--- config.mk ---
export PLATFORM = sky130hd
export DESIGN_NAME = rse_alu
export DESIGN_NICKNAME = d
export VERILOG_FILES = /design/src/rtl/rse_pkg.sv /design/src/rtl/rse_alu.sv
export SDC_FILE = /design/constraint.sdc
export NUM_CORES = 1
export LEC_CHECK = 0
export BUFFER_PORTS_ARGS = -buffer_cell sky130_fd_sc_hd__buf_2
export CORE_ASPECT_RATIO = 1.2
export CORE_MARGIN = 4
export CORE_UTILIZATION = 45
export DETAILED_ROUTE_END_ITERATION = 12
export PLACE_DENSITY = 0.59
export SYNTH_ARGS = -nofsm -noshare
export SYNTH_HDL_FRONTEND = slang
export SYNTH_SLANG_ARGS = --single-unit
--- constraint.sdc ---
create_clock -name vclk -period 16.95
set_input_delay 0 -clock vclk [all_inputs]
set_output_delay 0 -clock vclk [all_outputs]
set_load 0.005 [all_outputs]
--- src/rtl/rse_pkg.sv ---
// Shared constants and codes for the reverse Polish stack evaluator.
`default_nettype none
package rse_pkg;

  localparam int unsigned STACK_DEPTH = 128;
  localparam int unsigned WORD_W      = 32;
  localparam int unsigned CMD_W       = 3;
  localparam int unsigned DEPTH_W     = 8;
  localparam int unsigned STATUS_W    = 2;

  localparam logic [CMD_W-1:0] CMD_PUSH   = 3'd0;
  localparam logic [CMD_W-1:0] CMD_ADD    = 3'd1;
  localparam logic [CMD_W-1:0] CMD_SUB    = 3'd2;
  localparam logic [CMD_W-1:0] CMD_MUL    = 3'd3;
  localparam logic [CMD_W-1:0] CMD_DIV    = 3'd4;
  localparam logic [CMD_W-1:0] CMD_FINISH = 3'd5;

  localparam logic [STATUS_W-1:0] ST_OK       = 2'd0;
  localparam logic [STATUS_W-1:0] ST_FULL     = 2'd1;
  localparam logic [STATUS_W-1:0] ST_EMPTY    = 2'd2;
  localparam logic [STATUS_W-1:0] ST_DIV_ZERO = 2'd3;

endpackage
`default_nettype wire

--- src/rtl/rse_alu.sv ---
// Combinational add, subtract and low-word multiply for the stack evaluator.
`default_nettype none
module rse_alu (
  input  wire logic [rse_pkg::CMD_W-1:0]  op_i,
  input  wire logic [rse_pkg::WORD_W-1:0] lhs_i,
  input  wire logic [rse_pkg::WORD_W-1:0] rhs_i,
  output logic      [rse_pkg::WORD_W-1:0] result_o
);

  logic [rse_pkg::WORD_W-1:0] product;

  assign product = lhs_i * rhs_i;

  always_comb begin
    case (op_i)
      rse_pkg::CMD_ADD: result_o = lhs_i + rhs_i;
      rse_pkg::CMD_SUB: result_o = lhs_i - rhs_i;
      rse_pkg::CMD_MUL: result_o = product;
      default:          result_o = lhs_i + rhs_i;
    endcase
  end

endmodule
`default_nettype wire

After elaboration in Yosys (flattened, before gate mapping)
Index checks and enable logic that the tools add are counted.

word-level totals
  register bits = 0
  output and inout port bits = 32

operators by class
  equality and inequality tests = 2
  $add $sub $neg = 2
  multipliers = 1
  multiplexer cells = 1

operators by type and width
  operator              count
  $pmux W32 S2          1
  $add A32 B32 Y32      1
  $mul A32 B32 Y32      1
  $sub A32 B32 Y32      1
  $eq A3 B2 Y1 const B  2

Depth between registers and ports, before layout
  word-level depth = 2
  mapped depth = 27

Least setup slack after synthesis
OpenSTA, ideal clock, no wires.

  kind = input-to-output
  start point = in lhs_i[12] in the netlist's numbering
  end point = out result_o[31] in the netlist's numbering
  buffers on the path = 2
  setup slack = 10.200 ns
  stages = 24
  data arrival time = 6.750 ns
  data required time = 16.950 ns
  cell sequence = clkbuf_1 clkbuf_1 and2_1 fa_1 fa_1 fa_1 inv_1 fa_1 inv_1 fa_1 inv_1 fa_1 inv_1 fa_1 fa_1 ha_1 a22o_1 o32a_1 and2_1 a2111o_1 nand2_1 o2111ai_1 a311oi_1 o211ai_2

between the ends
  cells in the longest elaborated chain, start to end = 2

RTL lines
  element                                   line           source
  start, declared                           rse_alu.sv:5   input wire logic [rse_pkg::WORD_W-1:0] lhs_i,
  $mul A32 B32 Y32 (tied with other cells)  rse_alu.sv:12  assign product = lhs_i * rhs_i;
  $pmux W32 S2 *                            rse_alu.sv:15  case (op_i)
  end, declared                             rse_alu.sv:7   output logic [rse_pkg::WORD_W-1:0] result_o

Every way passes the cells marked *; elsewhere a longest branch is shown, timed or not.

Final worst setup path
  start point = in rhs_i[2] in the netlist's numbering
  end point = out result_o[31] in the netlist's numbering

between the ends
  cells in the longest elaborated chain, start to end = 2

RTL lines
  element                                   line           source
  start, declared                           rse_alu.sv:6   input wire logic [rse_pkg::WORD_W-1:0] rhs_i,
  $mul A32 B32 Y32 (tied with other cells)  rse_alu.sv:12
  $pmux W32 S2 *                            rse_alu.sv:15

Marks and branches as above.

==> results by group <==
Status
  • Run status: finished clean

Yosys
  • Ys Warns: 0
  • Synth cell count leaders: fa_1 (409), inv_1 (399), and2_1 (307), nand2_1 (275), ha_1 (156)
  • Yosys top cell by area: fa_1
  • Post-Syn Area: 18300 sq um
  • Yosys top cell area share: about 45%
  • Area contributors post-synth: fa_1 (45%), ha_1 (11%), and2_1 (11%)
  • Cell with the most instances after synthesis: fa_1
  • Yosys cell types: between 60 and 70
  • Sequential fraction of the synthesis area: 0%
  • Post-Syn Nets: approximately 2800
  • Syn Inst Count: between 2000 and 2500
  • Mapped Avg Cell Area: approximately 8.6 sq um

Critical path
  • Slowest cell on crit path: fa_1
  • Crit-path most repeated cell: fa_1
  • Worst Setup SP: rhs_i[2]
  • Buf/Inv on CP: 6
  • Critical path startpoint category: input port
  • Cell Chain, Critical Path: buf_2, and2_1, fa_1, inv_1, fa_1, fa_1, fa_1, inv_1, fa_1, inv_1, fa_1, inv_1, fa_1, fa_1, ha_1, a22o_1, o32a_1, and2_1, a2111o_1, nand2_1, o2111ai_1, a311oi_1, o211ai_2, buf_2
  • Crit Path Class: in -> out
  • CP Capture Type: primary output
  • Arr. time, crit path: 7490 ps
  • Crit path max-delay family: adder cells
  • Crit-path max FO: 33
  • Req. time, crit path: approximately 17000 ps
  • Slowest Stage Delay on Critical Path: 560 ps

Cells and area
  • Final Instance Count excl. Fillers: between 2000 and 3000
  • Filler cell count: 3931
  • Clock Buffer Count: 0
  • Area Overhead vs Synth: 4.45%
  • Layout cells sized above 1: 5.95%
  • FFs & Latches: 0
  • Sequential cell area: 0 sq um
  • Layout Utilization: between 40% and 50%
  • Net count, final: roughly 2800
  • Multi-input gate area: 16300 sq um

Timing
  • Worst Max-Slew Pin Slew: 935 ps
  • Fin. max-slew vios: 0
  • Worst rel slew slack: a little under two fifths
  • Peak Freq: 134 MHz
  • RSZ-0062 raised after global routing: no
  • Finish-stage setup viols: 0
  • Worst hold slack: ~690 ps
  • Part of the cycle the worst path needs: 44.2%
  • Min cycle time layout: 7490 ps
  • Final hold vios: 0
  • Setup TNS: 0 ps

Drt
  • Post-DRT Antenna Nets: 0
  • Routed wire length per instance: roughly 21 microns
  • WL final: between 50 and 60 mm
  • Via/cell ratio: ~5.4
  • DR vias: between 10000 and 15000
  • Pre-Repair DR Iteration Count: 5
  • Residual DRC: 0
  • Initial DRC count: 794

Die
  • # rows: 80
  • I/O Pins: between 90 and 100
  • Core footprint: 39900 sq um
  • Die width: roughly 190 microns
  • Area of the die: between 40000 and 50000 sq um
  • Die height: approximately 230 microns
  • Initial Utilization: a little under half

Global routing
  • Initial antenna violation count: 1
  • Overall routing resource usage: 25.7%
  • Grt total ovfl: 0
  • Pin count of the biggest net entering global routing: 43
  • First-pass GRT wire length: roughly 88 mm
  • Number of global-route vias before repair: 15900

Place
  • DP HPWL: 42.4 mm
  • GPL Wtd Cong: slightly above 0.9
  • Post-Place Cells: roughly 2700
  • PortBufs: ~100

Flow run
  • Max cap viols: 0

Worst hold path
  • Worst Hold Class: in -> out
  • Min-delay src: lhs_i[30]

CTS
  • Cts repair resizes: 0
  • Post-CTS Hold Fix Bufs: 0
  • Setup bufs post-CTS: 0
## layout by cell type (no fill, tap or decap), drive strengths merged, types with 19 or more instances in the layout
cell / netlist / layout
fa: 409 / 409
xor2: 39 / 39
a21o: 19 / 19
and2: 307 / 307
inv: 399 / 399
o21ai: 45 / 45
buf: 7 / 108
nor2: 43 / 43
xnor2: 96 / 96
nand2: 275 / 275
ha: 156 / 156
a21oi: 62 / 62
## layout make-up
| type | instances | area share, % |
|---|---|---|
| antenna | 1 | 0.0131 |
| inverter | 399 | 7.85 |
| multi-input combinational | 1611 | 85.7 |
| tap | 533 | 3.50 |
| timing repair buffer | 108 | 2.95 |
## kinds of logic after synthesis
family | Yosys count | synth area share, %
simple gates | 701 | 19.8
fa+ha+maj | 565 | 55.5
buf+inv | 510 | 10.5
compound gates | 201 | 7.05
xor+xnor | 136 | 6.60
mux | 8 | 0.479
## path summary, 6_finish.rpt
kind | to | slack (ps) | cells past startpoint
worst min-delay path | result_o[30] | 690 | 5
worst max-delay path | result_o[31] | 9460 | 24
## metrics by stage
stage | worst slack (ps) | cell area (sq um)
CTS | 9480 | 19100
detailed placement | 9490 | 19100
global placement | 9550 | 19100
global route | 9150 | 19100
finish | 9460 | 19100
floorplan | 10200 | 18300
## metal layers
layer  up-vias  wire, microns  GRT usage [%]
li1       6393              -              -
met4         0           2430           9.12
met3       142           2660           1.89
met5         -              0              0
met2       454          28400           46.3
met1      7352          21200           32.3
Power is left out: the tool's default activity adds up to more than one toggle a clock period on the data nets, which glitch-free logic cannot reach.
