$ cat src/rtl/rse_pkg.sv
// Shared constants and codes for the reverse Polish stack evaluator.
`default_nettype none
package rse_pkg;

  localparam int unsigned STACK_DEPTH = 128;
  localparam int unsigned WORD_W      = 32;
  localparam int unsigned CMD_W       = 3;
  localparam int unsigned DEPTH_W     = 8;
  localparam int unsigned STATUS_W    = 2;

  localparam logic [CMD_W-1:0] CMD_PUSH   = 3'd0;
  localparam logic [CMD_W-1:0] CMD_ADD    = 3'd1;
  localparam logic [CMD_W-1:0] CMD_SUB    = 3'd2;
  localparam logic [CMD_W-1:0] CMD_MUL    = 3'd3;
  localparam logic [CMD_W-1:0] CMD_DIV    = 3'd4;
  localparam logic [CMD_W-1:0] CMD_FINISH = 3'd5;

  localparam logic [STATUS_W-1:0] ST_OK       = 2'd0;
  localparam logic [STATUS_W-1:0] ST_FULL     = 2'd1;
  localparam logic [STATUS_W-1:0] ST_EMPTY    = 2'd2;
  localparam logic [STATUS_W-1:0] ST_DIV_ZERO = 2'd3;

endpackage
`default_nettype wire

$ cat src/rtl/rse_divider.sv
// Iterative signed divider, one quotient bit per cycle, truncating toward zero.
`default_nettype none
module rse_divider (
  input  wire logic                        clk_i,
  input  wire logic                        rst_ni,
  input  wire logic                        start_i,
  input  wire logic [rse_pkg::WORD_W-1:0]  dividend_i,
  input  wire logic [rse_pkg::WORD_W-1:0]  divisor_i,
  output logic                             done_o,
  output logic      [rse_pkg::WORD_W-1:0]  quotient_o
);

  localparam int unsigned W  = rse_pkg::WORD_W;
  localparam int unsigned CW = $clog2(W);

  logic          busy_q;
  logic          done_q;
  logic [CW-1:0] cnt_q;
  logic [W-1:0]  rem_q;
  logic [W-1:0]  quo_q;
  logic [W-1:0]  den_q;
  logic          neg_q;

  logic [W-1:0] mag_a;
  logic [W-1:0] mag_b;
  logic [W:0]   rem_shift;
  logic [W:0]   trial;

  assign mag_a     = dividend_i[W-1] ? (W'(0) - dividend_i) : dividend_i;
  assign mag_b     = divisor_i[W-1]  ? (W'(0) - divisor_i)  : divisor_i;
  assign rem_shift = {rem_q, quo_q[W-1]};
  assign trial     = rem_shift - {1'b0, den_q};

  always_ff @(posedge clk_i or negedge rst_ni) begin
    if (!rst_ni) begin
      busy_q <= 1'b0;
      done_q <= 1'b0;
      cnt_q  <= '0;
    end else begin
      done_q <= 1'b0;
      if (start_i) begin
        busy_q <= 1'b1;
        cnt_q  <= '0;
        rem_q  <= '0;
        quo_q  <= mag_a;
        den_q  <= mag_b;
        neg_q  <= dividend_i[W-1] ^ divisor_i[W-1];
      end else if (busy_q) begin
        if (!trial[W]) begin
          rem_q <= trial[W-1:0];
          quo_q <= {quo_q[W-2:0], 1'b1};
        end else begin
          rem_q <= rem_shift[W-1:0];
          quo_q <= {quo_q[W-2:0], 1'b0};
        end
        cnt_q <= cnt_q + CW'(1);
        if (cnt_q == CW'(W - 1)) begin
          busy_q <= 1'b0;
          done_q <= 1'b1;
        end
      end
    end
  end

  assign done_o     = done_q;
  assign quotient_o = neg_q ? (W'(0) - quo_q) : quo_q;

endmodule
`default_nettype wire

$ cat config.mk
export PLATFORM = sky130hd
export DESIGN_NAME = rse_divider
export DESIGN_NICKNAME = d
export VERILOG_FILES = /design/src/rtl/rse_pkg.sv /design/src/rtl/rse_divider.sv
export SDC_FILE = /design/constraint.sdc
export NUM_CORES = 1
export LEC_CHECK = 0
export ABC_AREA = 1
export BUFFER_PORTS_ARGS = -buffer_cell sky130_fd_sc_hd__buf_2
export CAP_MARGIN = 20
export CORE_MARGIN = 3
export CORE_UTILIZATION = 30
export DETAILED_ROUTE_END_ITERATION = 8
export PLACE_DENSITY_LB_ADDON = 0.25
export SYNTH_ARGS = -nofsm -noshare
export SYNTH_HDL_FRONTEND = slang
export SYNTH_SLANG_ARGS = --single-unit
$ cat constraint.sdc
create_clock -name clk_i -period 3.5 [get_ports clk_i]
set_input_delay 0.175 -clock clk_i [delete_from_list [all_inputs] [get_ports clk_i]]
set_output_delay 0.175 -clock clk_i [all_outputs]
set_load 0.005 [all_outputs]
# Word level (Yosys, flattened, before mapping)
# Cells that the tools add are included.
[word_totals] regBits=104 latchBits=0 mem_bits_rw=0 rom_bits=0 out_inout_bits=33 elab_cells=34 memories=0
[classes] add_sub_neg=5 mul=0 div=0 magnitude_cmp=0 eq_ne=1 shift=0 mux=16 bitwise_logic=1 n_reduce_logical=3
[ops] cell="$mux W32" n=6
[ops] cell="$sub A1 B32 Y32 const A" n=3
[ops] cell="$sub A33 B32 Y33" n=1
[ops] cell="$mux W31" n=1
[ops] cell="$mux W5" n=2
[ops] cell="$mux W1" n=7
[ops] cell="$add A5 B1 Y5 const B" n=1
[ops] cell="$eq A5 B5 Y1 const B" n=1
[ops] cell="$reduce_and A2 Y1" n=2
[ops] cell="$reduce_bool A2 Y1" n=1
[ops] cell="$xor A1 B1 Y1" n=1

# Logic depth before layout (Yosys ltp)
# Gate-level depths: netlist of run 1.
[depth] depth_word=4 depth_mapped=18

# Least setup slack after synthesis of run 1
# Ideal clock, no wire load.
[synth_timing] path_kind="input-to-reg" from="in start_i" to="reg quo_q[0], enable pin" setup_time_ns=0.421 arrival_ns=2.192 required_time_ns=3.079 setup_slack_ns=0.887 cell_stages=4 path_cell_list="clkbuf_1 > nor2_1 > clkbuf_1 > nor2_1"
[synth_via] elab_chain_cells=2
[synth_lines] item="from (decl)" line_no="rse_divider.sv:6" source="input wire logic start_i,"
[synth_lines] item="$reduce_bool A2 Y1 (no line)"
[synth_lines] item="$reduce_and A2 Y1 (no line)"
[synth_lines] item="to (signal assigned)" line_no="rse_divider.sv:45" source="quo_q <= mag_a;"
[synth_lines] item="to (signal assigned)" line_no="rse_divider.sv:51" source="quo_q <= {quo_q[W-2:0], 1'b1};"
[synth_lines] item="to (signal assigned)" line_no="rse_divider.sv:54" source="quo_q <= {quo_q[W-2:0], 1'b0};"
[synth_lines] item="to (decl)" line_no="rse_divider.sv:20" source="logic [W-1:0] quo_q;"
# No other way between the ends.
# A chain may end at the register's enable or synchronous reset.

# Final worst setup path of run 1
[layout_timing] from="reg quo_q[31]" to="reg rem_q[13] (data pin)"
[layout_via] elab_chain_cells=3
[layout_lines] item="$sub A33 B32 Y33" line_no="rse_divider.sv:32" source="assign trial = rem_shift - {1'b0, den_q};"
[layout_lines] item="$mux W32" line_no="rse_divider.sv:49" source="if (!trial[W]) begin"
[layout_lines] item="$mux W32" line_no="rse_divider.sv:48" source="end else if (busy_q) begin"
[layout_lines] item="to (signal assigned)" line_no="rse_divider.sv:50" source="rem_q <= trial[W-1:0];"
[layout_lines] item="to (signal assigned)" line_no="rse_divider.sv:53" source="rem_q <= rem_shift[W-1:0];"
[layout_lines] item="to (decl)" line_no="rse_divider.sv:19" source="logic [W-1:0] rem_q;"
# No other way between the ends.

==> results of run 1 <==
[worst max-delay path by stage]
stage	startpoint	to	slack [ps]	cells after the start
6_report	quo_q[31]	rem_q[13]	610	17
5_1_grt	quo_q[31]	rem_q[13]	370	17
4_1_cts	quo_q[31]	rem_q[13]	580	17
3_5_place_dp	quo_q[31]	rem_q[10]	640	17
3_3_place_gp	quo_q[31]	rem_q[14]	720	17
2_1_floorplan	start_i	quo_q[0]	890	4
[layout make-up]
type | count | area share, %
repair buffers | 107 | 5.287
flip-flops and latches | 104 | 28.87
inverters | 288 | 10.11
multi-input cells | 1028 | 48.36
clock inverters | 7 | 0.6434
well taps | 396 | 4.632
clock buffers | 9 | 2.106
[worst max-delay path: stages, from the launching register on]
cell and delay [ps]:
sky130_fd_sc_hd__edfxtp_1 350, sky130_fd_sc_hd__inv_1 100, sky130_fd_sc_hd__ha_1 240, sky130_fd_sc_hd__fa_1 410, sky130_fd_sc_hd__inv_1 90, sky130_fd_sc_hd__nand2_1 70, sky130_fd_sc_hd__nand2_1 120, sky130_fd_sc_hd__nand3_1 80
sky130_fd_sc_hd__nand2_1 140, sky130_fd_sc_hd__nand2_1 80, sky130_fd_sc_hd__nand2_2 90, sky130_fd_sc_hd__nand2_4 70, sky130_fd_sc_hd__nand2_4 70, sky130_fd_sc_hd__nand2_1 80, sky130_fd_sc_hd__nand2_4 350, sky130_fd_sc_hd__nand2_1 110
sky130_fd_sc_hd__nand3_1 110, sky130_fd_sc_hd__nand2_1 70
[power groups by stage]
stage	Combinational (mW)	Sequential, mW	Clock (mW)
after detailed placement	1.77	1.66	0
after global placement	1.76	1.66	0
after global routing	2.05	1.65	1.08
after floorplan	1.30	1.63	0
after CTS	1.78	1.63	1.03
final	1.78	1.63	1.00
[placed cells by master, fill, tap and decap left out, drive strengths merged]
master	count
clkinv	6
ha	37
o21ai	68
xor2	57
dlygate4sd3	1
buf	106
and3	1
o31ai	6
a31oi	5
nand3	96
or4	1
nor2	126
a21oi	28
o21bai	1
clkbuf	9
nand4	13
xnor2	33
a22o	2
and2	6
inv	289
nor4	3
o211ai	3
dfrtp	7
nor3	29
nand2	504
a21o	1
fa	1
nand3b	1
or2	6
edfxtp	97
[timing repair]
item | CTS | global route
endpoints found under the hold margin | 3 | 0
endpoints found under the setup margin | 0 | 0
hold buffers | 1 | 0
[registers in the layout, summed over array words and instances (netlist names)]
register and cells:
busy_q 1, quo_q 32, done_o 1, rem_q 32, cnt_q 5, den_q 32, neg_q 1
[cells by family after synthesis]
family,count (synthesis)
XOR/XNOR,90
AND/OR/NAND/NOR,786
AO/OA/AOI/OAI,114
adder cells (fa/ha/maj),38
buffers and inverters,317
flip-flops,104
[routing by layer]
metal  part of all wire [%]  vias to the layer above  wire (µm)  track usage [%]
li1                       -                     4676          -                -
met1                     52                     4047      13910            24.20
met2                     42                      165      11330            24.58
met3                    3.9                       25       1038            1.998
met4                    2.1                        0        558            4.657
met5                      0                        -          0                0
[per-stage QoR]
stage / cell area (µm²) / power [mW] / cells / setup slack, ps
after floorplan: 9475 / 2.924 / 1449 / 886.6
after global placement: 10380 / 3.416 / 1921 / 716.6
after detailed placement: 10390 / 3.428 / 1922 / 638.1
after CTS: 10700 / 4.449 / 1939 / 575.1
after global routing: 10700 / 4.784 / 1939 / 366.5
final: 10700 / 4.414 / 1939 / 612.0
==> results.md, run 1 <==
Run status:
- The flow ran to the end, and the final reports show no timing, DRC or antenna violations.

Timing:
- The count of endpoints failing hold in the final timing report is 0.
- The worst clock skew on the final layout is 9.748 ps.
- The final worst-path cycle share is 82.52%.
- The transition at the pin with the smallest max-transition slack is 910.4 ps.
- The achievable clock frequency is 346.3 MHz.
- The max-slew violation total from the final report is 0.
- The total negative slack for setup checks is 0 ps.
- The worst relative slew slack is 39.17%.
- The number of endpoints failing setup at the final stage is 0.
- Across all hold checks on the routed design, the worst slack comes to 30.22 ps.
- The minimum clock period is 2888 ps.
- Setup repair after global routing left no endpoint under its margin.

Synth:
- The share of the yosys chip area belonging to registers is 32.59%.
- Synthesis produced 1449 cells.
- The post-synthesis cell type with the largest combined area is sky130_fd_sc_hd__edfxtp_1.
- The combined area of all synthesized cells is 9475 µm².
- Summing the areas of all compound-gate instances in the mapped netlist gives 6.536% of the synthesized area.
- The most used flip-flop cell after synthesis is sky130_fd_sc_hd__edfxtp_1.
- The xor-xnor portion of the synthesized cell area is 8.319%.
- Of all flip-flops after synthesis, the portion carrying an async set or reset was 6.731%.
- Of the total synthesized cell area, the portion taken by AND, OR, NAND and NOR gates is 34.50%.
- The number of flops mapped to enable cells by yosys is 97.
- Ranked by total cell area, the synthesized netlist is headed by sky130_fd_sc_hd__edfxtp_1 (31%), sky130_fd_sc_hd__nand2_1 (20%), sky130_fd_sc_hd__inv_1 (11%).
- Yosys printed 0 warnings.
- The synthesized area per cell is 6.539 µm².
- The number of register bits inferred by synthesis is 104.
- Sorting the synthesized cells by how often they occur yields sky130_fd_sc_hd__nand2_1 (497), sky130_fd_sc_hd__inv_1 (279), sky130_fd_sc_hd__nor2_1 (121).
- The post-synthesis net count is 1554.
- sky130_fd_sc_hd__nand2_1 is the most common cell in the netlist.
- In this run the biggest area consumer among cell types represents 30.74% of the synthesized area.
- Of the post-synthesis cell area, the part taken by muxes is 0%.
- The fraction of the mapped netlist area in adder cells is 5.097%.
- The count of unique library cells instantiated by Yosys is 41.
- By area, the combinational part of the netlist is dominated by simple AND/OR/NAND/NOR gates.

Power and ir drop:
- The internal portion of the total power is 2.643 mW.
- Of the total power, the clock network draws 22.7%.
- Across the VDD grid, the largest voltage drop is 0.2069 mV.
- The share of total power dissipated in combinational logic is 40.3%.
- Dividing total power by cell area gives a power density of 412.7 nW/µm².
- The leakage dissipation is 5.545 nW.
- The switching power is 1.771 mW.
- The switching part of the total is 40.12%.
- The share of total power dissipated in sequential elements is 37.0%.

Clock tree:
- The buffers inserted during post-CTS setup optimization is 0.
- Gates resized during post-CTS repair numbered 0.
- The longest clock path from root to sink contains 2 buffers.
- The CTS tree is yes.
- CTS saw 104 sinks.
- The tree is rooted in a sky130_fd_sc_hd__clkbuf_16.
- CTS built an H-tree with a depth of 3.
- The number of buffers inserted during clock tree synthesis is 9.
- Clock-pin slew was measured on the worst setup and hold paths at 80 ps.
- Clock latency on the worst-skew pair, taken at its later pin, is 360 ps.

Worst hold path:
- The path with the worst hold slack has its endpoint at den_q[0].
- The start point of the worst min-delay path is divisor_i[0].
- The class of the most critical hold timing path is in -> reg.
- Along the worst hold path, the cell count comes to 1.

GRT:
- The largest net degree at the start of global routing is 35.
- The total overflow left after global routing is 0.
- The via count of the first global-routing pass is 8483.
- The global-route wire length before repair is 43.70 mm.
- The initial antenna violation count came to 0.
- Global routing used 16.21% of the available tracks across all layers.

Cells and area:
- After filler insertion, the fill cell instance count of the layout stands at 3402.
- Registers take 3088 µm².
- The share of cells above drive strength 1 is 10.24%.
- Summing all multi-input logic gate instances after layout gives 5172 µm².
- The net count of the finished layout is 1643.
- The number of antenna diodes in the final layout is 0.
- The final cell utilization of the core is 34.70%.
- The post-synthesis to final-layout area growth is 12.89%.

Die:
- The overall die width is 183.7 µm.
- The area of the core is 30830 µm².
- The initial core utilization is 30.73%.
- After floorplanning, the core was divided into 64 placement rows.
- The die covers 33750 µm².
- 100 I/O pins were placed.
- The die height is 183.7 µm.

Routing:
- The average wire per cell in the routed design is 13.84 µm.
- The count of TritonRoute iterations in the first routing pass is 7.
- In this run, the number of DRC markers left after iteration 0 of detailed routing was 599.
- For this run, design rule violations remaining after detail routing come to 0.
- The detail route stage leaves a number of antenna-violating nets equal to 0.
- Across all layers, the routed design uses 8913 vias.
- After detailed routing, the total wire length is 26.83 mm.
- The via density per instance is 4.597.

Critical path:
- The type of destination of the critical path is a flop.
- The required time at the endpoint of the critical path is 3610 ps.
- The worst setup path is launched from a flop.
- Counting cells, the worst reg-to-reg path comes to 17.
- The class of the most critical setup path is reg -> reg.
- The critical path arrival is 3000 ps.
- The endpoint of the lowest-slack register-to-register path is rem_q[13].
- The setup slack on the worst flop-to-flop path is 610 ps.
- The startpoint identified for the worst register-to-register timing path is quo_q[31].
- Of all nets on the critical path, the largest fanout is 33.

Flow run:
- Across the run, the number of max-cap violations was 0.

Placed design:
- The congestion estimate from routability-driven global placement came to 0.9229.
- The post-detailed-placement half-perimeter wirelength is 21.21 mm.
- The total of buffers placed on input and output ports is 99.
Power figures use the tool's default switching activity.
==> run 2: changes to the inputs <==
- clock period: 3.5 -> 2.5 ns (I/O delays scaled with it)
==> results.md, run 2 (synthesis results as in run 1) <==
Cells and area:
- Relative to the synthesized area, the layout overhead comes to 25.33%.
- Leaving out fill and tap cells, the most frequent cell in the layout is sky130_fd_sc_hd__nand2_1.
- The share of cells above drive strength 1 is 19.72% (+9.5 points).
- The number of standard cells in the layout, taps in and fillers out is 2019 (+4.1%).
- The count of inserted antenna diode cells is 0 (unchanged).
- The combined flip-flop and latch cell area was 3088 µm² (unchanged).
- The layout net count is 1723 (+4.9%).
- Leaving out fill and tap cells, the most frequent cells in the layout are sky130_fd_sc_hd__nand2_1 (464), sky130_fd_sc_hd__inv_1 (274), sky130_fd_sc_hd__nor2_1 (111), sky130_fd_sc_hd__buf_2 (99), sky130_fd_sc_hd__edfxtp_1 (97).
- The count of filler cells inserted in the layout is 3239 (-4.8%).
- The largest registers in the layout are den_q x32, quo_q x32, rem_q x32.
- The multi-input combinational cell area was 5622 µm² (+8.7%).

Critical path:
- The highest net fanout along the worst path was 8 (-76%).
- The critical path arrival is 2620 ps (-380 ps).
- Traced cell by cell, the critical path runs through ha_4, fa_2, inv_2, nand2_2, nand2_2, nand3_2, nand2_2, nand2_2, nand2_4, nand2_4, nand2_4, nand2_4, nand2_8, buf_12, buf_12, nand2_2, nand3_1, nand2_1.
- The buffers plus inverters on the worst setup path is 3 (+1).
- The delay of the slowest critical-path stage is 430 ps (+20 ps).
- The kind of cell with the highest combined delay along the critical path is simple AND/OR/NAND/NOR gates.
- The type of destination of the critical path is a flop.
- The required time at the endpoint of the critical path is 2620 ps (-990 ps).
- The critical path in this run is classified as reg -> reg.
- The dominant cell type by count on the critical path is sky130_fd_sc_hd__nand2_2.
- For this design, the slowest cell found on the critical path is sky130_fd_sc_hd__edfxtp_1.
- The startpoint type of the worst setup path is a flop.

Placed design:
- The number of placed cells counting well taps is 1977 (+2.9%).
- The final weighted congestion in routability-driven placement is 0.9374 (+1.6%).
- The total of buffers placed on input and output ports is 99 (unchanged).
- The post-detailed-placement half-perimeter wirelength came to 21.80 mm (+2.8%).

Timing:
- The count of endpoints failing hold in the final timing report is 0 (unchanged).
- The transition at the pin with the smallest max-transition slack is 517.0 ps (-393.3 ps).
- The worst clock skew on the final layout is 16.49 ps (+6.740 ps).
- The achievable clock frequency is 398.9 MHz (+15%).
- The number of endpoints failing setup at the final stage was 3 (+3).
- The final worst-path cycle share came to 100.3% (+18 points).
- The max-slew violation total from the final report was 0 (unchanged).
- The worst relative slew slack is 65.49% (+26 points).
- The minimum clock period was 2507 ps (-380.8 ps).
- Setup repair after global routing could not meet its margin everywhere.
- The worst path setup slack after routing is -7.191 ps (-619.2 ps).

Worst hold path:
- In this run the worst hold path is classified as in -> reg.

Run status:
- The checks that failed: setup timing.
- The flow ran to the end, but the final reports show violations.

Clock tree:
- The number of buffers on the longest clock path came to 2 (unchanged).
- The CTS tree is yes.
- The number of buffers inserted during clock tree synthesis is 9 (unchanged).
- The number of clock sinks is 104 (unchanged).
- The depth of the CTS H-tree is 3 (unchanged).
- The clock latency of the later-clocked register in the worst-skew pair is 360 ps (about the same).
- The CTS clock-pin slew for the worst setup and hold paths is 80 ps (about the same).
- The root buffer selected by CTS is sky130_fd_sc_hd__clkbuf_16.

Power and ir drop:
- The total power of the final layout is 6.933 mW (+57%).
- The switching power is 2.707 mW (+53%).
- The leakage dissipation is 6.038 nW (+8.9%).
- The switching part of the total is 39.05% (-1.1 points).
- The total power density per cell area is 583.8 nW/µm² (+41%).
- The clock network power share is 21.8% (-0.9 points).
- The share of power burned in registers is 33.1% (-3.9 points).
- The internal power component came to 4.226 mW (+60%).
- The part of the total power dissipated in combinational logic was 45.1% (+4.8 points).
- The worst voltage drop across the vdd grid is 0.3641 mV (+76%).

Routing:
- The number of DRC markers in iteration 0 is 561 (-6.3%).
- The post-detailed-route DRC marker count is 0 (unchanged).
- The number of nets with antenna violations after detailed routing is 0 (unchanged).
- The average wire per cell in the routed design was 13.95 µm (+0.79%).
- The via density per instance is 4.629 (+0.69%).
- The count of TritonRoute iterations in the first routing pass is 5 (-2).
- The total wire length was 28.16 mm (+4.9%).
- The total via count after detailed routing is 9345 (+4.8%).

GRT:
- The initial antenna violation count is 0 (unchanged).
- The global-route wire length before repair is 44.98 mm (+2.9%).
- The largest net degree at the start of global routing came to 44 (+26%).
- The aggregate global routing overflow is 0 (unchanged).
- The global routing usage summed across all routing layers was 16.53% (+0.32 points).
- The via count of the first global-routing pass is 8822 (+4.0%).

Die:
- The I/O pin count was 100 (unchanged).
- The initial core utilization is 30.73% (unchanged).
- The area of the die was 33750 µm² (unchanged).
- The area of the core was 30830 µm² (unchanged).
- The die height was 183.7 µm (unchanged).
- The overall die width is 183.7 µm (unchanged).
- The floorplan row count was 64 (unchanged).

Flow run:
- The number of maximum-capacitance violations is 0 (unchanged).
==> run 2: stage by stage <==
stage	setup slack (ps)	area [µm²]	utilization, %	hold slack, ps	setup TNS, ps
after floorplan	162.0	9478	-	-170.6	0
after global placement	-8.521	10870	35.25	31.87	-71.99
after detailed placement	-85.81	10870	35.25	31.44	-1632
after CTS	-4.243	11420	37.05	67.35	-4.243
after global routing	-130.8	11880	38.52	89.37	-2889
final	-7.191	11880	38.52	75.69	-9.890
==> run 2: worst min-delay path: cells and delay by family <==
kind / cells / cell delay, ps
buffers and inverters: 2 / 150
xor gates and xnor gates: 1 / 70
==> run 2: cell type report <==
| type | instances | share of cell area [%] |
|---|---|---|
| clock buffers | 10 | 1.928 |
| clock inverters | 6 | 0.6216 |
| inverters | 288 | 9.103 |
| multi-input cells | 1028 | 47.34 |
| flip-flops and latches | 104 | 26.00 |
| well taps | 396 | 4.172 |
| repair buffers | 187 | 10.83 |
==> run 2: power groups by stage <==
stage | clock network, mW | logic [mW] | registers [mW]
5_1_grt | 1.59 | 3.53 | 2.32
3_5_place_dp | 0 | 2.75 | 2.32
2_1_floorplan | 0 | 1.82 | 2.28
4_1_cts | 1.55 | 2.88 | 2.28
3_3_place_gp | 0 | 2.73 | 2.32
6_report | 1.51 | 3.13 | 2.30
==> run 2: what timing repair did <==
item,4_1_cts,5_1_grt
pin swaps,11,39
hold buffers,2,0
resized for setup,24,82
hold endpoints to repair,5,0
buffers inserted,13,11
gates cloned,1,1
endpoints found under the setup margin,44,48
==> run 2: path summary, 6_finish.rpt <==
path,from,to,slack [ps],cells after the start
worst max-delay path,den_q[0],rem_q[6],-7,18
min in group asynchronous,rst_ni,done_o,190,2
worst min register to register,cnt_q[4],cnt_q[4],520,1
worst max register to register,den_q[0],rem_q[6],-7,18
max in group asynchronous,rst_ni,cnt_q[3],1520,3
worst min-delay path,divisor_i[2],den_q[2],80,3
==> run 2: metal layers <==
| layer | wire, µm | track usage [%] |
|---|---|---|
| met1 | 14150 | 24.41 |
| met2 | 12020 | 25.15 |
| met3 | 1112 | 1.543 |
| met4 | 864 | 6.018 |
| met5 | 0 | 0 |
